--- config.mk ---
export PLATFORM = sky130hd
export DESIGN_NAME = obstacle_avoidance_drive_controller
export DESIGN_NICKNAME = d
export VERILOG_FILES = /design/src/sv/oadc_pkg.sv /design/src/sv/oadc_cfg_regs.sv /design/src/sv/oadc_fsm.sv /design/src/sv/obstacle_avoidance_drive_controller.sv
export VERILOG_INCLUDE_DIRS = /design/src /design/src/sv
export SDC_FILE = /design/constraint.sdc
export NUM_CORES = 1
export LEC_CHECK = 0
export BUFFER_PORTS_ARGS = -buffer_cell sky130_fd_sc_hd__clkbuf_2
export CAP_MARGIN = 40
export CORE_UTILIZATION = 51
export DETAILED_ROUTE_END_ITERATION = 16
export GPL_TIMING_DRIVEN = 0
export MAX_ROUTING_LAYER = met4
export PLACE_DENSITY = 0.8
export REMOVE_ABC_BUFFERS = 1
export SKIP_CTS_REPAIR_TIMING = 1
export SYNTH_ARGS = -nofsm -noshare
export SYNTH_HDL_FRONTEND = slang
export SYNTH_SLANG_ARGS = --single-unit
--- constraint.sdc ---
create_clock -name i_clk -period 2.45 [get_ports i_clk]
set_input_delay 0.49 -clock i_clk [delete_from_list [all_inputs] [get_ports i_clk]]
set_output_delay 0.49 -clock i_clk [all_outputs]
set_load 0.05 [all_outputs]
--- src/sv/obstacle_avoidance_drive_controller_macros.svh ---
// assertion macros for the obstacle avoidance drive controller
// expects i_clk and i_rst_n in the scope of use; no other dependencies
`ifndef OBSTACLE_AVOIDANCE_DRIVE_CONTROLLER_MACROS_SVH
`define OBSTACLE_AVOIDANCE_DRIVE_CONTROLLER_MACROS_SVH

// same-cycle implication, checked outside reset
`define OADC_ASSERT_NOW(lbl, ante, cons, msg) \
    lbl: assert property (@(posedge i_clk) disable iff (!i_rst_n) (ante) |-> (cons)) \
        else $error(msg);

// next-cycle implication, checked outside reset
`define OADC_ASSERT_NEXT(lbl, ante, cons, msg) \
    lbl: assert property (@(posedge i_clk) disable iff (!i_rst_n) (ante) |=> (cons)) \
        else $error(msg);

`endif

--- src/sv/oadc_pkg.sv ---
// shared types, codes and the speed table of the drive controller
// no dependencies
`timescale 1ns / 1ps

package oadc_pkg;

    // register indexes
    localparam logic [2:0] REG_SPEED_LEVEL  = 3'd0;
    localparam logic [2:0] REG_FRONT_THRESH = 3'd1;
    localparam logic [2:0] REG_SIDE_THRESH  = 3'd2;
    localparam logic [2:0] REG_STOP_TICKS   = 3'd3;
    localparam logic [2:0] REG_REV_TICKS    = 3'd4;
    localparam logic [2:0] REG_TURN_TICKS   = 3'd5;

    // phase codes
    localparam logic [2:0] PH_CRUISE = 3'd0;
    localparam logic [2:0] PH_STOP   = 3'd1;
    localparam logic [2:0] PH_REAR   = 3'd2;
    localparam logic [2:0] PH_REV    = 3'd3;
    localparam logic [2:0] PH_CHOOSE = 3'd4;
    localparam logic [2:0] PH_LEFT   = 3'd5;
    localparam logic [2:0] PH_RIGHT  = 3'd6;

    // drive pin patterns
    localparam logic [3:0] PINS_OFF   = 4'h0;
    localparam logic [3:0] PINS_FWD   = 4'h3;
    localparam logic [3:0] PINS_REV   = 4'hC;
    localparam logic [3:0] PINS_LEFT  = 4'h9;
    localparam logic [3:0] PINS_RIGHT = 4'h6;

    // configuration register file contents
    typedef struct packed {
        logic [2:0] speed_level;
        logic [9:0] front_threshold;
        logic [9:0] side_threshold;
        logic [3:0] stop_ticks;
        logic [3:0] reverse_ticks;
        logic [3:0] turn_ticks;
    } t_cfg;

    // one result item
    typedef struct packed {
        logic [2:0] phase;
        logic [3:0] drive_pins;
        logic [7:0] left_duty;
        logic [7:0] right_duty;
    } t_result;

    // duty pair for a speed level, right duty in the upper byte
    function automatic logic [15:0] speed_duty(input logic [2:0] lvl);
        logic [15:0] d;
        case (lvl)
            3'd1:    d = {8'd210, 8'd170};
            3'd2:    d = {8'd219, 8'd177};
            3'd3:    d = {8'd225, 8'd207};
            3'd4:    d = {8'd240, 8'd194};
            3'd5:    d = {8'd255, 8'd207};
            default: d = 16'd0;
        endcase
        return d;
    endfunction

endpackage

--- src/sv/oadc_cfg_regs.sv ---
// configuration register file of the drive controller
// depends on oadc_pkg
`timescale 1ns / 1ps

module oadc_cfg_regs (
    input  logic               i_clk,
    input  logic               i_rst_n,
    input  logic               i_wr,
    input  logic [2:0]         i_index,
    input  logic [9:0]         i_data,
    output oadc_pkg::t_cfg     o_cfg
);
    import oadc_pkg::*;

    t_cfg r_cfg;

    // register writes, unknown indexes dropped
    always_ff @(posedge i_clk) begin
        if (!i_rst_n) begin
            r_cfg.speed_level     <= 3'd3;
            r_cfg.front_threshold <= 10'd500;
            r_cfg.side_threshold  <= 10'd510;
            r_cfg.stop_ticks      <= 4'd7;
            r_cfg.reverse_ticks   <= 4'd7;
            r_cfg.turn_ticks      <= 4'd5;
        end else if (i_wr) begin
            case (i_index)
                REG_SPEED_LEVEL:  r_cfg.speed_level     <= i_data[2:0];
                REG_FRONT_THRESH: r_cfg.front_threshold <= i_data;
                REG_SIDE_THRESH:  r_cfg.side_threshold  <= i_data;
                REG_STOP_TICKS:   r_cfg.stop_ticks      <= i_data[3:0];
                REG_REV_TICKS:    r_cfg.reverse_ticks   <= i_data[3:0];
                REG_TURN_TICKS:   r_cfg.turn_ticks      <= i_data[3:0];
                default: ;
            endcase
        end
    end

    assign o_cfg = r_cfg;

endmodule

--- src/sv/oadc_fsm.sv ---
// drive phase sequencer: state registers and per-tick next-state logic
// depends on oadc_pkg
`timescale 1ns / 1ps

module oadc_fsm (
    input  logic                i_clk,
    input  logic                i_rst_n,
    input  logic                i_step,
    input  oadc_pkg::t_cfg      i_cfg,
    input  logic [9:0]          i_front,
    input  logic [9:0]          i_rear,
    input  logic [9:0]          i_left,
    input  logic [9:0]          i_right,
    output oadc_pkg::t_result   o_next
);
    import oadc_pkg::*;

    logic [2:0]  r_phase,   n_phase;
    logic [3:0]  r_count,   n_count;
    logic        r_motors,  n_motors;
    logic        r_fwd_set, n_fwd_set;
    logic [3:0]  r_pins,    n_pins;
    logic [15:0] r_duty,    n_duty;

    logic [3:0]  cnt_inc;
    logic [3:0]  limit;
    logic        hit;
    logic        rear_clear;
    logic [15:0] start_duty;

    // tick counter against the limit of the current phase
    always_comb begin
        case (r_phase)
            PH_STOP:         limit = i_cfg.stop_ticks;
            PH_REV:          limit = i_cfg.reverse_ticks;
            default:         limit = i_cfg.turn_ticks;
        endcase
        cnt_inc = r_count + 4'd1;
        hit     = (cnt_inc == limit);
    end

    assign rear_clear = (i_rear < i_cfg.front_threshold);
    // motor start keeps the old duties when the speed level is out of range
    assign start_duty = (i_cfg.speed_level inside {[3'd1:3'd5]})
                        ? speed_duty(i_cfg.speed_level) : r_duty;

    // next state for one tick
    always_comb begin
        n_phase   = r_phase;
        n_count   = r_count;
        n_motors  = r_motors;
        n_fwd_set = r_fwd_set;
        n_pins    = r_pins;
        n_duty    = r_duty;
        case (r_phase)
            PH_STOP: begin
                n_count = hit ? 4'd0 : cnt_inc;
                if (hit) n_phase = PH_REAR;
            end
            PH_REAR: begin
                if (rear_clear) begin
                    n_duty   = start_duty;
                    n_motors = 1'b1;
                    n_pins   = PINS_REV;
                    n_phase  = PH_REV;
                end else begin
                    n_phase = PH_CHOOSE;
                end
            end
            PH_REV: begin
                if (rear_clear) begin
                    n_count = hit ? 4'd0 : cnt_inc;
                    if (hit) n_phase = PH_CHOOSE;
                end else begin
                    n_count = 4'd0;
                    n_phase = PH_CHOOSE;
                end
            end
            PH_CHOOSE: begin
                if (i_left <= i_right && i_left < i_cfg.side_threshold) begin
                    n_pins  = PINS_LEFT;
                    n_phase = PH_LEFT;
                end else if (i_right < i_cfg.side_threshold) begin
                    n_pins  = PINS_RIGHT;
                    n_phase = PH_RIGHT;
                end else begin
                    n_phase = PH_CRUISE;
                end
            end
            PH_LEFT, PH_RIGHT: begin
                n_count = hit ? 4'd0 : cnt_inc;
                if (hit) n_phase = PH_CRUISE;
            end
            default: begin
                // cruise, and the unused code behaves the same
                n_phase = PH_CRUISE;
                if (i_front < i_cfg.front_threshold) begin
                    if (!r_motors) begin
                        n_duty   = start_duty;
                        n_motors = 1'b1;
                    end
                    if (!r_fwd_set) begin
                        n_pins    = PINS_FWD;
                        n_fwd_set = 1'b1;
                    end
                end else begin
                    n_duty    = 16'd0;
                    n_pins    = PINS_OFF;
                    n_motors  = 1'b0;
                    n_fwd_set = 1'b0;
                    n_phase   = PH_STOP;
                end
            end
        endcase
    end

    // state update on each accepted tick
    always_ff @(posedge i_clk) begin
        if (!i_rst_n) begin
            r_phase   <= PH_CRUISE;
            r_count   <= 4'd0;
            r_motors  <= 1'b0;
            r_fwd_set <= 1'b0;
            r_pins    <= PINS_OFF;
            r_duty    <= 16'd0;
        end else if (i_step) begin
            r_phase   <= n_phase;
            r_count   <= n_count;
            r_motors  <= n_motors;
            r_fwd_set <= n_fwd_set;
            r_pins    <= n_pins;
            r_duty    <= n_duty;
        end
    end

    assign o_next.phase      = n_phase;
    assign o_next.drive_pins = n_pins;
    assign o_next.right_duty = n_duty[15:8];
    assign o_next.left_duty  = n_duty[7:0];

endmodule

--- src/sv/obstacle_avoidance_drive_controller.sv ---
// Obstacle avoidance drive controller. Each input transfer is one sensor tick
// with four distance samples; each tick yields exactly one result transfer with
// the motor duties, drive pins and phase after that tick. One tick is taken
// every clock cycle unless the output stalls: the phase sequencer updates its
// state at the input transfer and the result sits in a single output register,
// valid in the cycle after the input transfer; the input stays ready while the
// output register is empty or being drained in the same cycle. Configuration
// writes are always accepted and should be made while no result is pending.
// depends on oadc_pkg, oadc_cfg_regs, oadc_fsm and the assertion macro header
`timescale 1ns / 1ps
`include "obstacle_avoidance_drive_controller_macros.svh"

module obstacle_avoidance_drive_controller (
    input  logic        i_clk,
    input  logic        i_rst_n,
    // sensor tick in
    input  logic        i_s_axis_tvalid,
    output logic        o_s_axis_tready,
    input  logic [39:0] i_s_axis_tdata,   // front[9:0], rear[19:10], left[29:20], right[39:30]
    // drive result out
    output logic        o_m_axis_tvalid,
    input  logic        i_m_axis_tready,
    output logic [23:0] o_m_axis_tdata,   // right_duty[7:0], left_duty[15:8],
                                          // drive_pins[19:16], phase[22:20], zero[23]
    // configuration write
    input  logic        i_cfg_valid,
    output logic        o_cfg_ready,
    input  logic [2:0]  i_cfg_index,
    input  logic [9:0]  i_cfg_data
);
    import oadc_pkg::*;

    t_cfg    cfg;
    t_result next_res;
    t_result r_res;
    logic    r_out_valid;
    logic    in_xfer;
    logic    out_xfer;

    assign o_cfg_ready     = 1'b1;
    assign o_s_axis_tready = !r_out_valid || i_m_axis_tready;
    assign in_xfer         = i_s_axis_tvalid && o_s_axis_tready;
    assign out_xfer        = r_out_valid && i_m_axis_tready;

    oadc_cfg_regs u_cfg (
        .i_clk   (i_clk),
        .i_rst_n (i_rst_n),
        .i_wr    (i_cfg_valid && o_cfg_ready),
        .i_index (i_cfg_index),
        .i_data  (i_cfg_data),
        .o_cfg   (cfg)
    );

    oadc_fsm u_fsm (
        .i_clk   (i_clk),
        .i_rst_n (i_rst_n),
        .i_step  (in_xfer),
        .i_cfg   (cfg),
        .i_front (i_s_axis_tdata[9:0]),
        .i_rear  (i_s_axis_tdata[19:10]),
        .i_left  (i_s_axis_tdata[29:20]),
        .i_right (i_s_axis_tdata[39:30]),
        .o_next  (next_res)
    );

    // output valid flag
    always_ff @(posedge i_clk) begin
        if (!i_rst_n) begin
            r_out_valid <= 1'b0;
        end else if (in_xfer) begin
            r_out_valid <= 1'b1;
        end else if (out_xfer) begin
            r_out_valid <= 1'b0;
        end
    end

    // result payload
    always_ff @(posedge i_clk) begin
        if (in_xfer) begin
            r_res <= next_res;
        end
    end

    assign o_m_axis_tvalid = r_out_valid;
    assign o_m_axis_tdata  = {1'b0, r_res.phase, r_res.drive_pins,
                              r_res.left_duty, r_res.right_duty};

    `OADC_ASSERT_NOW(a_no_overwrite, r_out_valid && !i_m_axis_tready, !o_s_axis_tready, "input taken while result stalled")
    `OADC_ASSERT_NEXT(a_result_follows, in_xfer, r_out_valid, "no result after an input transfer")
    `OADC_ASSERT_NOW(a_stop_is_off, r_out_valid && r_res.phase == PH_STOP, r_res.drive_pins == PINS_OFF && r_res.right_duty == 8'd0 && r_res.left_duty == 8'd0, "motors not off while stopped")
    `OADC_ASSERT_NOW(a_rev_pins, r_out_valid && r_res.phase == PH_REV, r_res.drive_pins == PINS_REV, "wrong pins while reversing")

endmodule

==> impl_metrics.tcl <==
set metrics [dict create \
    nets 767 \
    grt.total_usage_pct 24.7 \
    worstMarginPinSlew_ps 815 \
    portBuffers 82 \
    r2r_start "u_cfg.o_cfg[25]$_SDFFE_PN0P_" \
    cp.required_ps 2770 \
    cp_slowest_stage_delay_ps 450 \
    dieArea_sq_um 10500 \
    max_freq_ghz 0.425 \
    hold_ws_ps 344 \
    grt_pass1_wl_mm 19.7 \
    ys_seq_area_share_pct 38.9 \
    rows 36 \
    power_density_nw_per_um2 600 \
    area_growth_pct 19.7 \
    cp-end-kind "flip-flop" \
    place_area_sq_um 5620 \
    period_minus_slack_ps 2350 \
    grt_max_degree 43 \
    drt_iter0_markers 348 \
    ys.flop_type "dfxtp_1" \
    crit_slowest_cell "or3b_4" \
    synthCells 580 \
    worstPathArrival_ps 2670 \
    stdcell_area_sq_um 6140 \
    stdcell_count 800 \
    clk_latency_ps 370 \
    via_per_inst 5.92 \
    slew_violations 0 \
    drc 0 \
    vias 4734 \
    synthArstFlopShare_pct 0 \
    rsz0062_at_grt "no" \
    final_common_cell "nand2_1" \
    timing.rr.end "u_fsm.r_duty[1]$_SDFFE_PN0P_" \
    hold_path.class "in -> reg" \
    clk_pin_slew_worst_paths_ps 110 \
    setup_viol 0 \
    rrSetupSlack_ps 100 \
    dp_hpwl_mm 9.20 \
    synth_cell_type_count 64 \
    cts_tree "yes" \
    routed_wl_mm 12.9 \
    crit_fanout 4 \
    most-common-layout-cells "nand2_1 (86), clkbuf_2 (81), dfxtp_1 (61)" \
    cp-start-kind "flip-flop" \
    hold_start "i_s_axis_tvalid" \
    firstDrtPassIters 5 \
    synthesis.area_sq_um 5130 \
    utilization_pct 62.8 \
    max_slew_margin_pct 45.2 \
    grt.overflow.total 0 \
    ys_ff_latch 88 \
    path_class "reg -> reg" \
    fin_tns_setup_ps 0 \
    hold-path-endpoint "o_m_axis_tvalid$_SDFFE_PN0P_" \
    htreeDepth 3 \
    gp_congestion 0.901 \
    drtAntennaViolNets 0 \
    core-area_sq_um 9770 \
    diodes 0 \
    ir_worst_vdd_v 0.000373 \
    cts.path.max_buffers 2 \
    clkSinkCount 88 \
    fp.dieW_um 102 \
    drv_cap 0 \
    status "finished, final reports clean" \
    antenna_found_initial 0 \
    drive_gt1_share_pct 23.8 \
    syn_avg_cell_area_sq_um 8.84 \
    hold_violations 0 \
    skew_ps 11.5 \
    cts_buffers 9 \
    routedWlPerCell_um 16.2 \
    grt_pass1_vias 4219 \
    placed_cells 773 \
    cts.root.buffer_cell "clkbuf_8" \
    rr_worst_depth 9 \
    dieHeight_um 102 \
    min_path_cells 3 \
    initial_core_util_pct 52.4 \
    yosysWarnings 0 \
    p_leak_nw 2.68 \
    synth-edff-count 23 \
    cp_cell_sequence "inv_1 -> ha_1 -> nand3_1 -> nand2_1 -> a31o_2 -> or3b_4 -> o21a_4 -> or3_1 -> a21boi_2" \
    fin_crit_sh_pct 96.1 \
    ios 85 \
]
==> metal layers <==
metal,global-route usage [%],up-vias,routed length (um)
li1,-,2272,-
met3,5.13,40,792
met2,40.4,192,6340
met1,30.9,2230,5460
met4,7.25,0,359
met5,-,-,0
==> cells in the mapped netlist (3+ instances only) <==
library cell	instances	area, sq um
nand2_1	86	323
dfxtp_1	65	1300
ha_1	47	588
inv_1	42	158
o21ai_0	40	200
a21oi_1	36	180
edfxtp_1	23	691
o211ai_1	23	173
nor2_1	19	71.3
mux2i_1	17	170
clkbuf_1	16	60.1
nand3_1	15	75.1
a22o_1	11	96.3
nand2b_1	10	62.6
a211oi_1	7	52.6
a21o_1	7	52.6
nor3_1	7	35.0
a31oi_1	6	37.5
buf_2	6	30.0
nand4_1	6	37.5
nor2b_1	6	37.5
xnor2_1	5	43.8
a31o_2	4	35.0
o21a_1	4	30.0
or2_2	4	25.0
or3_1	4	25.0
and3_1	3	18.8
mux2_2	3	33.8
o21bai_1	3	22.5
o31a_1	3	26.3
o31ai_1	3	22.5
==> through the flow <==
step	worst slack, ps	power, mW
after floorplan	-415	2.29
after global placement	-752	2.51
after detailed placement	-640	2.55
after CTS	-444	3.54
after global routing	9.11	3.83
final	96.5	3.68
==> report_power, final <==
group / leakage [nW] / switching [mW] / internal (mW) / total (mW)
Sequential: 0.761 / 0.0739 / 1.62 / 1.69
Clock: 0.0981 / 0.612 / 0.402 / 1.01
Combinational: 1.82 / 0.628 / 0.354 / 0.982
==> critical path: cells and delay by family, from the launching register on <==
kind            cells  cell delay [ps]
buf+inv             1               80
compound gates      3              570
fa+ha+maj           1              310
simple gates        4              990
flops               1              360
==> cell type report <==
class	instances	area (sq um)
clock inverters	7	75.1
flip-flops and latches	88	2000
well taps	133	166
clock buffers	9	124
repair buffers	96	536
fillers	803	3640
inverters	43	165
multi-input cells	424	3070
==> worst max-delay path by stage <==
stage	start	endpoint	slack (ps)	depth (start not counted)
global route	u_cfg.o_cfg[21]$_SDFFE_PN0P_	u_fsm.r_phase[2]$_SDFFE_PN0P_	9	9
detailed placement	i_s_axis_tdata[7]	o_m_axis_tdata[15]$_DFFE_PP_	-640	9
global placement	i_rst_n	u_fsm.r_duty[1]$_SDFFE_PN0P_	-750	5
CTS	u_cfg.o_cfg[29]$_SDFFE_PN1P_	o_m_axis_tdata[15]$_DFFE_PP_	-440	9
floorplan	o_m_axis_tvalid$_SDFFE_PN0P_	u_fsm.r_duty[1]$_SDFFE_PN0P_	-410	6
finish	u_cfg.o_cfg[25]$_SDFFE_PN0P_	u_fsm.r_duty[1]$_SDFFE_PN0P_	100	9
==> cells by family after synthesis <==
family / count (synthesis) / synth area share, %
flip-flops: 88 / 38.9
XOR/XNOR: 7 / 1.20
other: 2 / 0.147
AND/OR/NAND/NOR: 173 / 16.1
AO/OA/AOI/OAI: 174 / 22.7
adder cells (fa/ha/maj): 47 / 11.5
buffers and inverters: 68 / 5.27
multiplexers: 21 / 4.20
==> registers in the layout (all words and copies together), names as in the netlist <==
| register | cells |
|---|---|
| o_m_axis_tdata | 23 |
| o_m_axis_tvalid | 1 |
| u_cfg.o_cfg | 35 |
| u_fsm.r_count | 4 |
| u_fsm.r_duty | 16 |
| u_fsm.r_fwd_set | 1 |
| u_fsm.r_motors | 1 |
| u_fsm.r_phase | 3 |
| u_fsm.r_pins | 4 |
Power figures use the tool's default switching activity.
